===== src/hw/rtl/sbpa_pkg.sv =====
// Shared types and constants of the score-based predictor arbiter.
package sbpa_pkg;

	// Request and result field widths
	localparam int unsigned MODE_W = 2;
	localparam int unsigned SEQ_W = 64;
	localparam int unsigned MASK_BITS = 4;
	localparam int unsigned CHOICE_OUT_W = 2;

	// In-flight table geometry (slot is the low sequence bits)
	localparam int unsigned INFLIGHT_DEPTH = 64;
	localparam int unsigned SLOT_W = $clog2(INFLIGHT_DEPTH);

	// Request modes
	localparam logic [MODE_W-1:0] MODE_PREDICT = 2'd0;
	localparam logic [MODE_W-1:0] MODE_COMMIT = 2'd1;
	localparam logic [MODE_W-1:0] MODE_SQUASH = 2'd2;

	typedef struct packed {
		logic [MODE_W-1:0] mode;
		logic [SEQ_W-1:0] seq_no;
		logic [MASK_BITS-1:0] valid_mask;
		logic mispredicted;
	} item_t;

	typedef struct packed {
		logic chosen_found;
		logic [CHOICE_OUT_W-1:0] chosen_index;
		logic penalty_to_chosen;
	} result_t;

	typedef enum logic [2:0] {
		ST_IDLE,
		ST_PRED_SCAN,
		ST_PRED_WRITE,
		ST_CMT_READ,
		ST_CMT_CHECK,
		ST_SQ_WALK,
		ST_SQ_DRAIN
	} state_t;

endpackage


===== src/hw/rtl/score_based_predictor_arbiter.sv =====
// Top level of the score-based predictor arbiter with its in-flight choice table.
//
// Usage: a request is taken on a rising edge with start high and busy low. Its mode
// selects predict, commit or squash. Exactly one result follows for every request:
// done is high for one cycle with result valid in that cycle; the receiver cannot
// stall it, and the next request may be taken while done is high.
// Steps after the accepting edge; the one shared score comparator serves predict:
//   predict: each predictor scored once, one per cycle, round-robin from the slot
//            after the last choice in dynamic mode, else from predictor 0, then the table write.
//   commit:  table read, then tag check and score update.
//   squash:  one table entry tag-compared per cycle through the RAM read port, then
//            a drain state for the last check.
//   mode 3:  no steps; an all-zero result follows.
// done rises in the first cycle with busy low (the cycle after accept for mode 3), so
// no new request is taken before the last one has finished its steps.
// The dynamic_arbitration register is written through cfg_valid/cfg_data and is
// always ready; write it only while idle.
// Reset: scores go to half of maximum, the last choice to the top predictor, all
// table entries invalid and dynamic arbitration on; no clearing pass is needed.
module score_based_predictor_arbiter #(
	parameter int unsigned NUM_PREDICTORS = 4,
	parameter int unsigned SCORE_BITS = 4
) (
	input  logic               clk,
	input  logic               arst_n,
	input  logic               start,
	output logic               busy,
	input  sbpa_pkg::item_t    item,
	output logic               done,
	output sbpa_pkg::result_t  result,
	input  logic               cfg_valid,
	output logic               cfg_ready,
	input  logic               cfg_data
);

	localparam int unsigned IDX_W = (NUM_PREDICTORS > 1) ? $clog2(NUM_PREDICTORS) : 1;
	localparam int unsigned RAM_W = sbpa_pkg::SEQ_W + IDX_W;
	localparam int unsigned DEPTH = sbpa_pkg::INFLIGHT_DEPTH;
	localparam int unsigned SLOT_W = sbpa_pkg::SLOT_W;
	localparam logic [SCORE_BITS-1:0] SCORE_MAX = {SCORE_BITS{1'b1}};
	localparam logic [SCORE_BITS-1:0] SCORE_INIT = SCORE_MAX >> 1;
	localparam logic [IDX_W-1:0] IDX_LAST = IDX_W'(NUM_PREDICTORS - 1);

	sbpa_pkg::state_t state_q, state_d;

	sbpa_pkg::item_t         item_q;
	logic [NUM_PREDICTORS-1:0] offered_q;
	logic [NUM_PREDICTORS-1:0] offered_in;
	logic [IDX_W-1:0]        idx_q, start_idx_q, idx_next, rr_start;
	logic                    found_q;
	logic [SCORE_BITS-1:0]   best_q;
	logic [IDX_W-1:0]        pick_q;
	logic [IDX_W-1:0]        last_q;
	logic [SCORE_BITS-1:0]   scores_q [NUM_PREDICTORS];
	logic [DEPTH-1:0]        valid_q;
	logic                    dyn_q;
	logic [SLOT_W-1:0]       walk_q;
	logic                    chk_vld_s1;
	logic [SLOT_W-1:0]       chk_addr_s1;
	logic                    done_q;
	sbpa_pkg::result_t       result_q;

	logic                    accept;
	logic [SLOT_W-1:0]       slot;
	logic                    ram_we;
	logic [SLOT_W-1:0]       ram_raddr;
	logic [RAM_W-1:0]        ram_wdata, ram_rdata;
	logic [sbpa_pkg::SEQ_W-1:0] rd_tag;
	logic [IDX_W-1:0]        rd_choice;
	logic                    cmt_hit;
	logic                    take;
	logic [SCORE_BITS-1:0]   cur_score;
	logic [SCORE_BITS-1:0]   trained;

	assign accept = start && !busy;
	assign busy = (state_q != sbpa_pkg::ST_IDLE);
	assign done = done_q;
	assign result = result_q;
	assign cfg_ready = 1'b1;
	assign slot = item_q.seq_no[SLOT_W-1:0];

	// Drop mask bits beyond the predictor count
	for (genvar g = 0; g < NUM_PREDICTORS; g++) begin : g_offer
		if (g < sbpa_pkg::MASK_BITS) begin : g_in
			assign offered_in[g] = item.valid_mask[g];
		end else begin : g_none
			assign offered_in[g] = 1'b0;
		end
	end

	// Round-robin stepping
	assign idx_next = (idx_q == IDX_LAST) ? '0 : idx_q + 1'b1;
	assign rr_start = (last_q == IDX_LAST) ? '0 : last_q + 1'b1;

	// Shared score comparator: take the first offered, or, in dynamic mode, a strictly higher score
	assign cur_score = scores_q[idx_q];
	assign take = offered_q[idx_q] && (!found_q || (dyn_q && (cur_score > best_q)));

	// Table read data
	assign rd_tag = ram_rdata[RAM_W-1:IDX_W];
	assign rd_choice = ram_rdata[IDX_W-1:0];
	assign cmt_hit = valid_q[slot] && (rd_tag == item_q.seq_no);
	assign ram_wdata = {item_q.seq_no, pick_q};

	// Saturating score training of the committed choice
	always_comb begin
		trained = scores_q[rd_choice];
		if (item_q.mispredicted) begin
			if (trained != '0) begin
				trained = trained - 1'b1;
			end
		end else if (trained != SCORE_MAX) begin
			trained = trained + 1'b1;
		end
	end

	sbpa_ram #(
		.WIDTH(RAM_W),
		.DEPTH(DEPTH)
	) u_table (
		.clk  (clk),
		.we   (ram_we),
		.waddr(slot),
		.wdata(ram_wdata),
		.raddr(ram_raddr),
		.rdata(ram_rdata)
	);

	// Hold state register
	always_ff @(posedge clk or negedge arst_n) begin
		if (!arst_n) begin
			state_q <= sbpa_pkg::ST_IDLE;
		end else begin
			state_q <= state_d;
		end
	end

	// Sequence next state and table port controls
	always_comb begin
		state_d = state_q;
		ram_we = 1'b0;
		ram_raddr = slot;
		unique case (state_q)
			sbpa_pkg::ST_IDLE: begin
				if (accept) begin
					case (item.mode)
						sbpa_pkg::MODE_PREDICT: state_d = sbpa_pkg::ST_PRED_SCAN;
						sbpa_pkg::MODE_COMMIT:  state_d = sbpa_pkg::ST_CMT_READ;
						sbpa_pkg::MODE_SQUASH:  state_d = sbpa_pkg::ST_SQ_WALK;
						default:                state_d = sbpa_pkg::ST_IDLE;
					endcase
				end
			end
			sbpa_pkg::ST_PRED_SCAN: begin
				if (idx_next == start_idx_q) begin
					state_d = sbpa_pkg::ST_PRED_WRITE;
				end
			end
			sbpa_pkg::ST_PRED_WRITE: begin
				ram_we = found_q;
				state_d = sbpa_pkg::ST_IDLE;
			end
			sbpa_pkg::ST_CMT_READ: begin
				state_d = sbpa_pkg::ST_CMT_CHECK;
			end
			sbpa_pkg::ST_CMT_CHECK: begin
				state_d = sbpa_pkg::ST_IDLE;
			end
			sbpa_pkg::ST_SQ_WALK: begin
				ram_raddr = walk_q;
				if (walk_q == SLOT_W'(DEPTH - 1)) begin
					state_d = sbpa_pkg::ST_SQ_DRAIN;
				end
			end
			sbpa_pkg::ST_SQ_DRAIN: begin
				state_d = sbpa_pkg::ST_IDLE;
			end
			default: begin
				state_d = sbpa_pkg::ST_IDLE;
			end
		endcase
	end

	// Raise done, scan predictors, train scores, take mode writes and update valid marks
	always_ff @(posedge clk or negedge arst_n) begin
		if (!arst_n) begin
			for (int i = 0; i < NUM_PREDICTORS; i++) begin
				scores_q[i] <= SCORE_INIT;
			end
			last_q <= IDX_LAST;
			valid_q <= '0;
			dyn_q <= 1'b1;
			done_q <= 1'b0;
			chk_vld_s1 <= 1'b0;
			found_q <= 1'b0;
		end else begin
			done_q <= 1'b0;
			chk_vld_s1 <= (state_q == sbpa_pkg::ST_SQ_WALK);

			if (cfg_valid && cfg_ready) begin
				dyn_q <= cfg_data;
			end

			// Squash check stage: drop valid entries younger than the kept number
			if (chk_vld_s1 && valid_q[chk_addr_s1] && (rd_tag > item_q.seq_no)) begin
				valid_q[chk_addr_s1] <= 1'b0;
			end

			case (state_q)
				sbpa_pkg::ST_IDLE: begin
					if (accept) begin
						found_q <= 1'b0;
						if (item.mode != sbpa_pkg::MODE_PREDICT &&
						    item.mode != sbpa_pkg::MODE_COMMIT &&
						    item.mode != sbpa_pkg::MODE_SQUASH) begin
							done_q <= 1'b1;
						end
					end
				end
				sbpa_pkg::ST_PRED_SCAN: begin
					if (take) begin
						found_q <= 1'b1;
					end
				end
				sbpa_pkg::ST_PRED_WRITE: begin
					valid_q[slot] <= found_q;
					if (found_q) begin
						last_q <= pick_q;
					end
					done_q <= 1'b1;
				end
				sbpa_pkg::ST_CMT_CHECK: begin
					if (cmt_hit) begin
						valid_q[slot] <= 1'b0;
						if (dyn_q && ({1'b0, rd_choice} < (IDX_W + 1)'(NUM_PREDICTORS))) begin
							scores_q[rd_choice] <= trained;
						end
					end
					done_q <= 1'b1;
				end
				sbpa_pkg::ST_SQ_DRAIN: begin
					done_q <= 1'b1;
				end
				default: begin
				end
			endcase
		end
	end

	// Payload registers: request copy, scan cursor, walk address, result
	always_ff @(posedge clk) begin
		chk_addr_s1 <= walk_q;
		case (state_q)
			sbpa_pkg::ST_IDLE: begin
				if (accept) begin
					item_q <= item;
					offered_q <= offered_in;
					best_q <= '0;
					pick_q <= '0;
					idx_q <= dyn_q ? rr_start : '0;
					start_idx_q <= dyn_q ? rr_start : '0;
					walk_q <= '0;
					result_q <= '0;
				end
			end
			sbpa_pkg::ST_PRED_SCAN: begin
				if (take) begin
					best_q <= cur_score;
					pick_q <= idx_q;
				end
				idx_q <= idx_next;
			end
			sbpa_pkg::ST_PRED_WRITE: begin
				result_q.chosen_found <= found_q;
				result_q.chosen_index <= found_q ? sbpa_pkg::CHOICE_OUT_W'(pick_q) : '0;
				result_q.penalty_to_chosen <= 1'b0;
			end
			sbpa_pkg::ST_CMT_CHECK: begin
				result_q.chosen_found <= cmt_hit;
				result_q.chosen_index <= cmt_hit ? sbpa_pkg::CHOICE_OUT_W'(rd_choice) : '0;
				result_q.penalty_to_chosen <= cmt_hit && item_q.mispredicted;
			end
			sbpa_pkg::ST_SQ_WALK: begin
				walk_q <= walk_q + 1'b1;
			end
			sbpa_pkg::ST_SQ_DRAIN: begin
				result_q <= '0;
			end
			default: begin
			end
		endcase
	end

endmodule


===== src/hw/rtl/sbpa_ram.sv =====
// Generic single-write, single-read RAM with registered read data.
module sbpa_ram #(
	parameter int unsigned WIDTH = 8,
	parameter int unsigned DEPTH = 16
) (
	input  logic                     clk,
	input  logic                     we,
	input  logic [$clog2(DEPTH)-1:0] waddr,
	input  logic [WIDTH-1:0]         wdata,
	input  logic [$clog2(DEPTH)-1:0] raddr,
	output logic [WIDTH-1:0]         rdata
);

	logic [WIDTH-1:0] mem_q [DEPTH];

	// Write port and registered read port
	always_ff @(posedge clk) begin
		if (we) begin
			mem_q[waddr] <= wdata;
		end
		rdata <= mem_q[raddr];
	end

endmodule


===== config.mk =====
export PLATFORM = sky130hd
export DESIGN_NAME = score_based_predictor_arbiter
export DESIGN_NICKNAME = d
export VERILOG_FILES = /design/src/hw/rtl/sbpa_pkg.sv /design/src/hw/rtl/score_based_predictor_arbiter.sv /design/src/hw/rtl/sbpa_ram.sv
export SDC_FILE = /design/constraint.sdc
export NUM_CORES = 2
export LEC_CHECK = 0
export BUFFER_PORTS_ARGS = -buffer_cell sky130_fd_sc_hd__buf_2
export CAP_MARGIN = 10
export CORE_MARGIN = 4
export CORE_UTILIZATION = 45
export CTS_CLUSTER_DIAMETER = 150
export DETAILED_ROUTE_END_ITERATION = 12
export GPL_TIMING_DRIVEN = 1
export PLACE_DENSITY = 0.7
export SLEW_MARGIN = 0
export SYNTH_ARGS = -nofsm -noshare
export SYNTH_HDL_FRONTEND = slang
export SYNTH_HIERARCHICAL = 1
export SYNTH_MEMORY_MAX_BITS = 65536
export SYNTH_SLANG_ARGS = --single-unit

===== constraint.sdc =====
create_clock -name clk -period 10 [get_ports clk]
set_input_delay 0 -clock clk [delete_from_list [all_inputs] [get_ports clk]]
set_output_delay 0 -clock clk [all_outputs]
set_load 0.01 [all_outputs]

Word level (Yosys, flattened, before mapping)
Memory sizes are Yosys's and may differ from the RTL's. A register that Yosys moved wholly into a read port is not among the register bits. Index checks and enable logic that the tools add are counted.

Muxes and demuxes: 57. Bitwise operators: 6. Reductions and logical operators: 32. Eq/ne operators: 20. Add/sub/neg operators: 5. Magnitude comparators: 10.

Operators by type and width (count): 64-bit bitwise AND (2); 64-bit 2-to-1 mux (2); 64-bit NOT (2); 64-bit one-hot mux with 2 select lines (1); 64-bit bitwise mux (1); 64-bit == test (1); 64-bit > comparator (1); 4-bit 2-to-1 mux (10); 4-bit binary-select mux with 2-bit select (2); 16-bit bitwise mux (1); 2-bit 2-to-1 mux (8); 4-bit one-hot mux with 4 select lines (1); 6-bit by 7-bit less-than comparator with 1-bit output, second input constant (2); 1-bit binary-select mux with 6-bit select (2); 1-bit demux with 6-bit select (2); 6-bit by 1-bit >= comparator with 1-bit output, second input constant (2); 1-bit logical AND (12); 1-bit 2-to-1 mux (12); 6-bit 2-to-1 mux (2); 3-bit one-hot mux with 4 select lines (1); 6-bit one-hot mux with 2 select lines (1); 2-bit != test, second input constant (5); 2-bit AND reduction (5); 3-bit == test, second input constant (3); 33 further kinds (49).

Bits of input ports: 76. Output and inout bits: 7. Memories: 1. Bits in writable memories: 4224. Word-level logic and storage cells: 154. Flip-flop bits (word level): 184.

Memory list: u_table.mem_q (words 64, width 66, rd ports 1, clocked after Yosys merged registers in 1, wr ports 1, line sbpa_ram.sv:14) `logic [WIDTH-1:0] mem_q [DEPTH];`.

Depth between registers and ports, before layout
Depth after elaboration: 10. Depth in mapped cells: 16. Gate-level depth less buffers: 10.

By module
Netlist, hierarchy kept.

Modules (own cells, without submodules): sbpa_ram (times used 1, area an instance 160496.4 um2, sequential area each 128162.9 um2, cells an instance 6852); score_based_predictor_arbiter (times used 1, area an instance 11244.5 um2, sequential area each 5038.6 um2, cells an instance 1113).

Worst setup path after synthesis
No wires, ideal clock.

Path kind: register to register. From: register state_q[0]. To: memory u_table/mem_q[49][0] (netlist name) (enable). Path buffers: 2. Setup time: 0.571 ns. Cell stages (with the launch flop): 9. Required time: 9.429 ns. Clock period less this slack: 6.913 ns. Arrival time: 6.342 ns. Slack: 3.087 ns. Path through: dfrtp_1 clkbuf_1 nor2_1 nand2_1 clkinv_1 clkbuf_1 nor2b_1 nand4_1 nor3_1.

Longest elaborated chain between the ends: 4.

RTL lines: start, declared (line score_based_predictor_arbiter.sv:44) `sbpa_pkg::state_t state_q, state_d;`; start signal, assigned (line score_based_predictor_arbiter.sv:132) `state_q <= sbpa_pkg::ST_IDLE;`; start signal, assigned (line score_based_predictor_arbiter.sv:134) `state_q <= state_d;`; 3-bit by 2-bit == test with 1-bit output (line score_based_predictor_arbiter.sv:143) `unique case (state_q)`; 1-bit 2-to-1 mux (line score_based_predictor_arbiter.sv:143); via ram_we (line score_based_predictor_arbiter.sv:65) `logic ram_we;`; 1-bit 2-to-1 mux (line sbpa_ram.sv:18) `if (we) begin`; 1-bit 2-to-1 mux (implied by the code) (line sbpa_ram.sv:19) `mem_q[waddr] <= wdata;`; end, declared (line sbpa_ram.sv:14).

The timed path passes the listed nets, and every way through them passes these cells.

Final worst setup path
From: register state_q[0]. To: register u_table.rdata[52] (read register of u_table.mem_q).

Longest elaborated chain between the ends: 2.

RTL lines: 3-bit == test (line score_based_predictor_arbiter.sv:143); 6-bit 2-to-1 mux (line score_based_predictor_arbiter.sv:143); via ram_raddr[3] (line score_based_predictor_arbiter.sv:66) `logic [SLOT_W-1:0] ram_raddr;`; end, declared (line sbpa_ram.sv:11) `output logic [WIDTH-1:0] rdata`.

The timed path passes the listed nets, and every way through them passes these cells. A chain may end at the register's enable or synchronous reset.

==> results.toml <==
[clocking]
cts_sinks = 4474
cts_tree = "yes"
post_cts_resized = 0
path_clk_slew_ns = 0.06
cts_made_buffers = 421
cts_buffer_depth = 4
clk_latency_ns = 1.01
clockRootBuffer = "clkbuf_16"
htree_levels = 5
cts_setup_buffers = 0

[die]
die_h_um = 626
fp.coreArea_um2 = 379000
io_pins = 83
rows = 226
die_area_um2 = 392000
die_x_um = 626
initial_core_util_pct = 45.3

[route]
viasPerCell = 6.58
routed_wl_um = 492000
antenna_left = 0
post_drt_wl_per_cell_um = 35.6
drt_first_iter_violations = 15200
drcViolationCount = 0
drt_first_pass_iters = 6
routed-via-count = 91000

[worst_setup_path]
cp_slowest_cell = "buf_4"
crit_path_max_incr_delay_ns = 0.92
cp_common_cell = "buf_4"
arrival_ns = 7.33
required_ns = 10.93
critical_path_class = "register to register"
end_kind = "register"
startpoint_type = "register"
crit_fanout = 38
crit_chain = "nand3_1 > inv_1 > nand2_1 > o21ai_4 > buf_4 > buf_4 > nor2b_4 > nand2b_4 > buf_4 > o22ai_1 > nor4_1 > o22a_1"

[power_and_ir_drop]
pwr-share-clk_pct = 33.3
share_seq_of_total_power_pct = 46.2
p_sw_mw = 13.5
p_int_mw = 34.3
leakagePower_nw = 61.0
netSwitchingFraction_pct = 28.3
ir_drop_v = 0.000240
pwr_density_cell_nw_per_um2 = 246
combPwrFrac_pct = 20.5

[grt]
grt_max_degree = 148
grt_pass1_vias = 88800
antenna_found_initial = 22
grt_pass1_wl_um = 689000
grt_util_all_layers_pct = 24.8
overflow = 0

[cells_and_area]
nFillCells = 28900
final_common_cell = "edfxtp_1"
nets = 8592
fin_util_pct = 51.3
synthToLayoutAreaGrowth_pct = 13.3
layout_common_cells = "4313 x edfxtp_1, 1035 x mux4_2, 423 x clkbuf_16"
final_area_um2 = 195000
post_route_cells_drive_above_1_share_pct = 24.6

[synthesis]
ys.flop_type = "edfxtp_1"
synth.area.top_cells = "edfxtp_1 75%, mux4_2 14%, o22ai_1 1.2%, dfrtp_1 1.1%, dfxtp_1 0.84%"
synth_cell_types = 72
syn_area_um2 = 172000
synth_edf_count = 4313
yosysWarningCount = 6
avgSynthCellArea_um2 = 21.6
synth_top_area_share_pct = 75.4
synth_top_area_cell = "edfxtp_1"
synth_seq_cells = 4474
synthArstFlopShare_pct = 1.99
syn_nets = 8114
synthCells = 7965
yosysSeqAreaShare_pct = 77.6

[timing]
fin_crit_sh_pct = 64.0
fmax_mhz = 156
maxSlewViolCount = 0
period_needed_ns = 6.40
setup_viol_count_final = 0
rsz0062_at_grt = "no"
slew_headroom_pct = 10.1
fin_worst_skew_ns = 0.102
tns_ns = 0
tightest_slew_ns = 1.35
hold_viol = 0

[hold_path]
worstHoldPathType = "input port to register"

[placement]
gp_congestion = 0.848
place_hpwl_um = 261000
portBuffers = 81
place_area_um2 = 179000

[run_status]
status = "finished clean"

[job]
max_cap_violations = 0
==> layer usage <==
layer	part of all wire, %	track usage (%)
met1	36	35.0
met2	46	37.8
met3	14	5.58
met4	5.0	10.2
met5	0.014	0
==> per-stage QoR <==
step                hold slack [ns]  worst slack, ns  std cells  power, mW
floorplan                    -0.296             3.09       7965       28.7
global route                  0.151             3.50      13800       49.3
finish                        0.135             3.60      13800       47.8
detailed placement           0.0320             3.79      12900       32.1
global placement             0.0155             3.77      12900       31.9
CTS                          0.0609             3.80      13800       47.9
==> logic make-up after synthesis <==
group                      share of synthesized area, %
AOI/OAI and AO/OA                                  3.62
xor gates and xnor gates                         0.0357
adders and majority gates                         0.532
buffers and inverters                              1.49
DFF                                                77.6
muxes                                              14.5
other                                           0.00218
and+or+nand+nor                                    2.31
==> power groups by stage <==
stage	sequential (mW)	clock, mW	combinational (mW)
after detailed placement	22.5	0	9.60
final	22.1	15.9	9.82
after global placement	22.5	0	9.43
after floorplan	22.7	0	6.00
after CTS	22.1	16.1	9.70
after global routing	22.1	16.9	10.3
==> worst paths after layout <==
path,cells past startpoint,slack [ns],startpoint,endpoint
worst min register to register,2,0.47,last_q[1],last_q[1]
worst min-delay path,5,0.13,item[69],state_q[1]
max in group asynchronous,4,9.15,arst_n,valid_q[1]
worst max register to register,12,3.60,state_q[0],u_table/rdata[52]
worst max-delay path,12,3.60,state_q[0],u_table/rdata[52]
min in group asynchronous,4,0.15,arst_n,valid_q[51]
==> state kept, by name, indices dropped and copies added (netlist names) <==
register       cells
chk_vld_s1         1
idx_q              2
dyn_q              1
walk_q             6
pick_q             2
result             4
scores_q          16
u_table/mem_q   4224
last_q             2
found_q            1
state_q            3
start_idx_q        2
item_q            65
chk_addr_s1        6
best_q             4
u_table/rdata     66
offered_q          4
done               1
valid_q           64
==> area by class of cell <==
class,instances,area [µm²],area share [%]
inverter,83,314,0.161
clock buffer,551,11300,5.83
antenna,9,22.5,0.0116
multi-input combinational,2948,36700,18.9
tap,5016,6280,3.23
timing repair buffer,515,4360,2.24
clock inverter,237,2380,1.22
sequential,4474,133000,68.5
==> cell usage after synthesis (74+ instances only) <==
cell type,instances
edfxtp_1,4313
mux4_2,1035
o22ai_1,337
nor2_1,235
clkbuf_1,225
buf_2,122
mux2i_1,119
a211oi_1,108
a21oi_1,108
nand2_1,104
nor2b_1,95
nor3_1,87
inv_1,81
nor4_1,76
dfrtp_1,74
==> timing repair <==
item | in CTS | in global routing
endpoints found under the setup margin | 0 | 0
hold buffers | 154 | 0
endpoints found under the hold margin | 197 | 0
==> critical path, delay by kind of cell, from the launching register on <==
kind / cells / cell delay (ns)
compound gates: 3 / 0.57
simple gates: 5 / 2.32
flops: 1 / 0.68
buf+inv: 4 / 2.65
No activity file was read; power rests on OpenSTA's default activity.
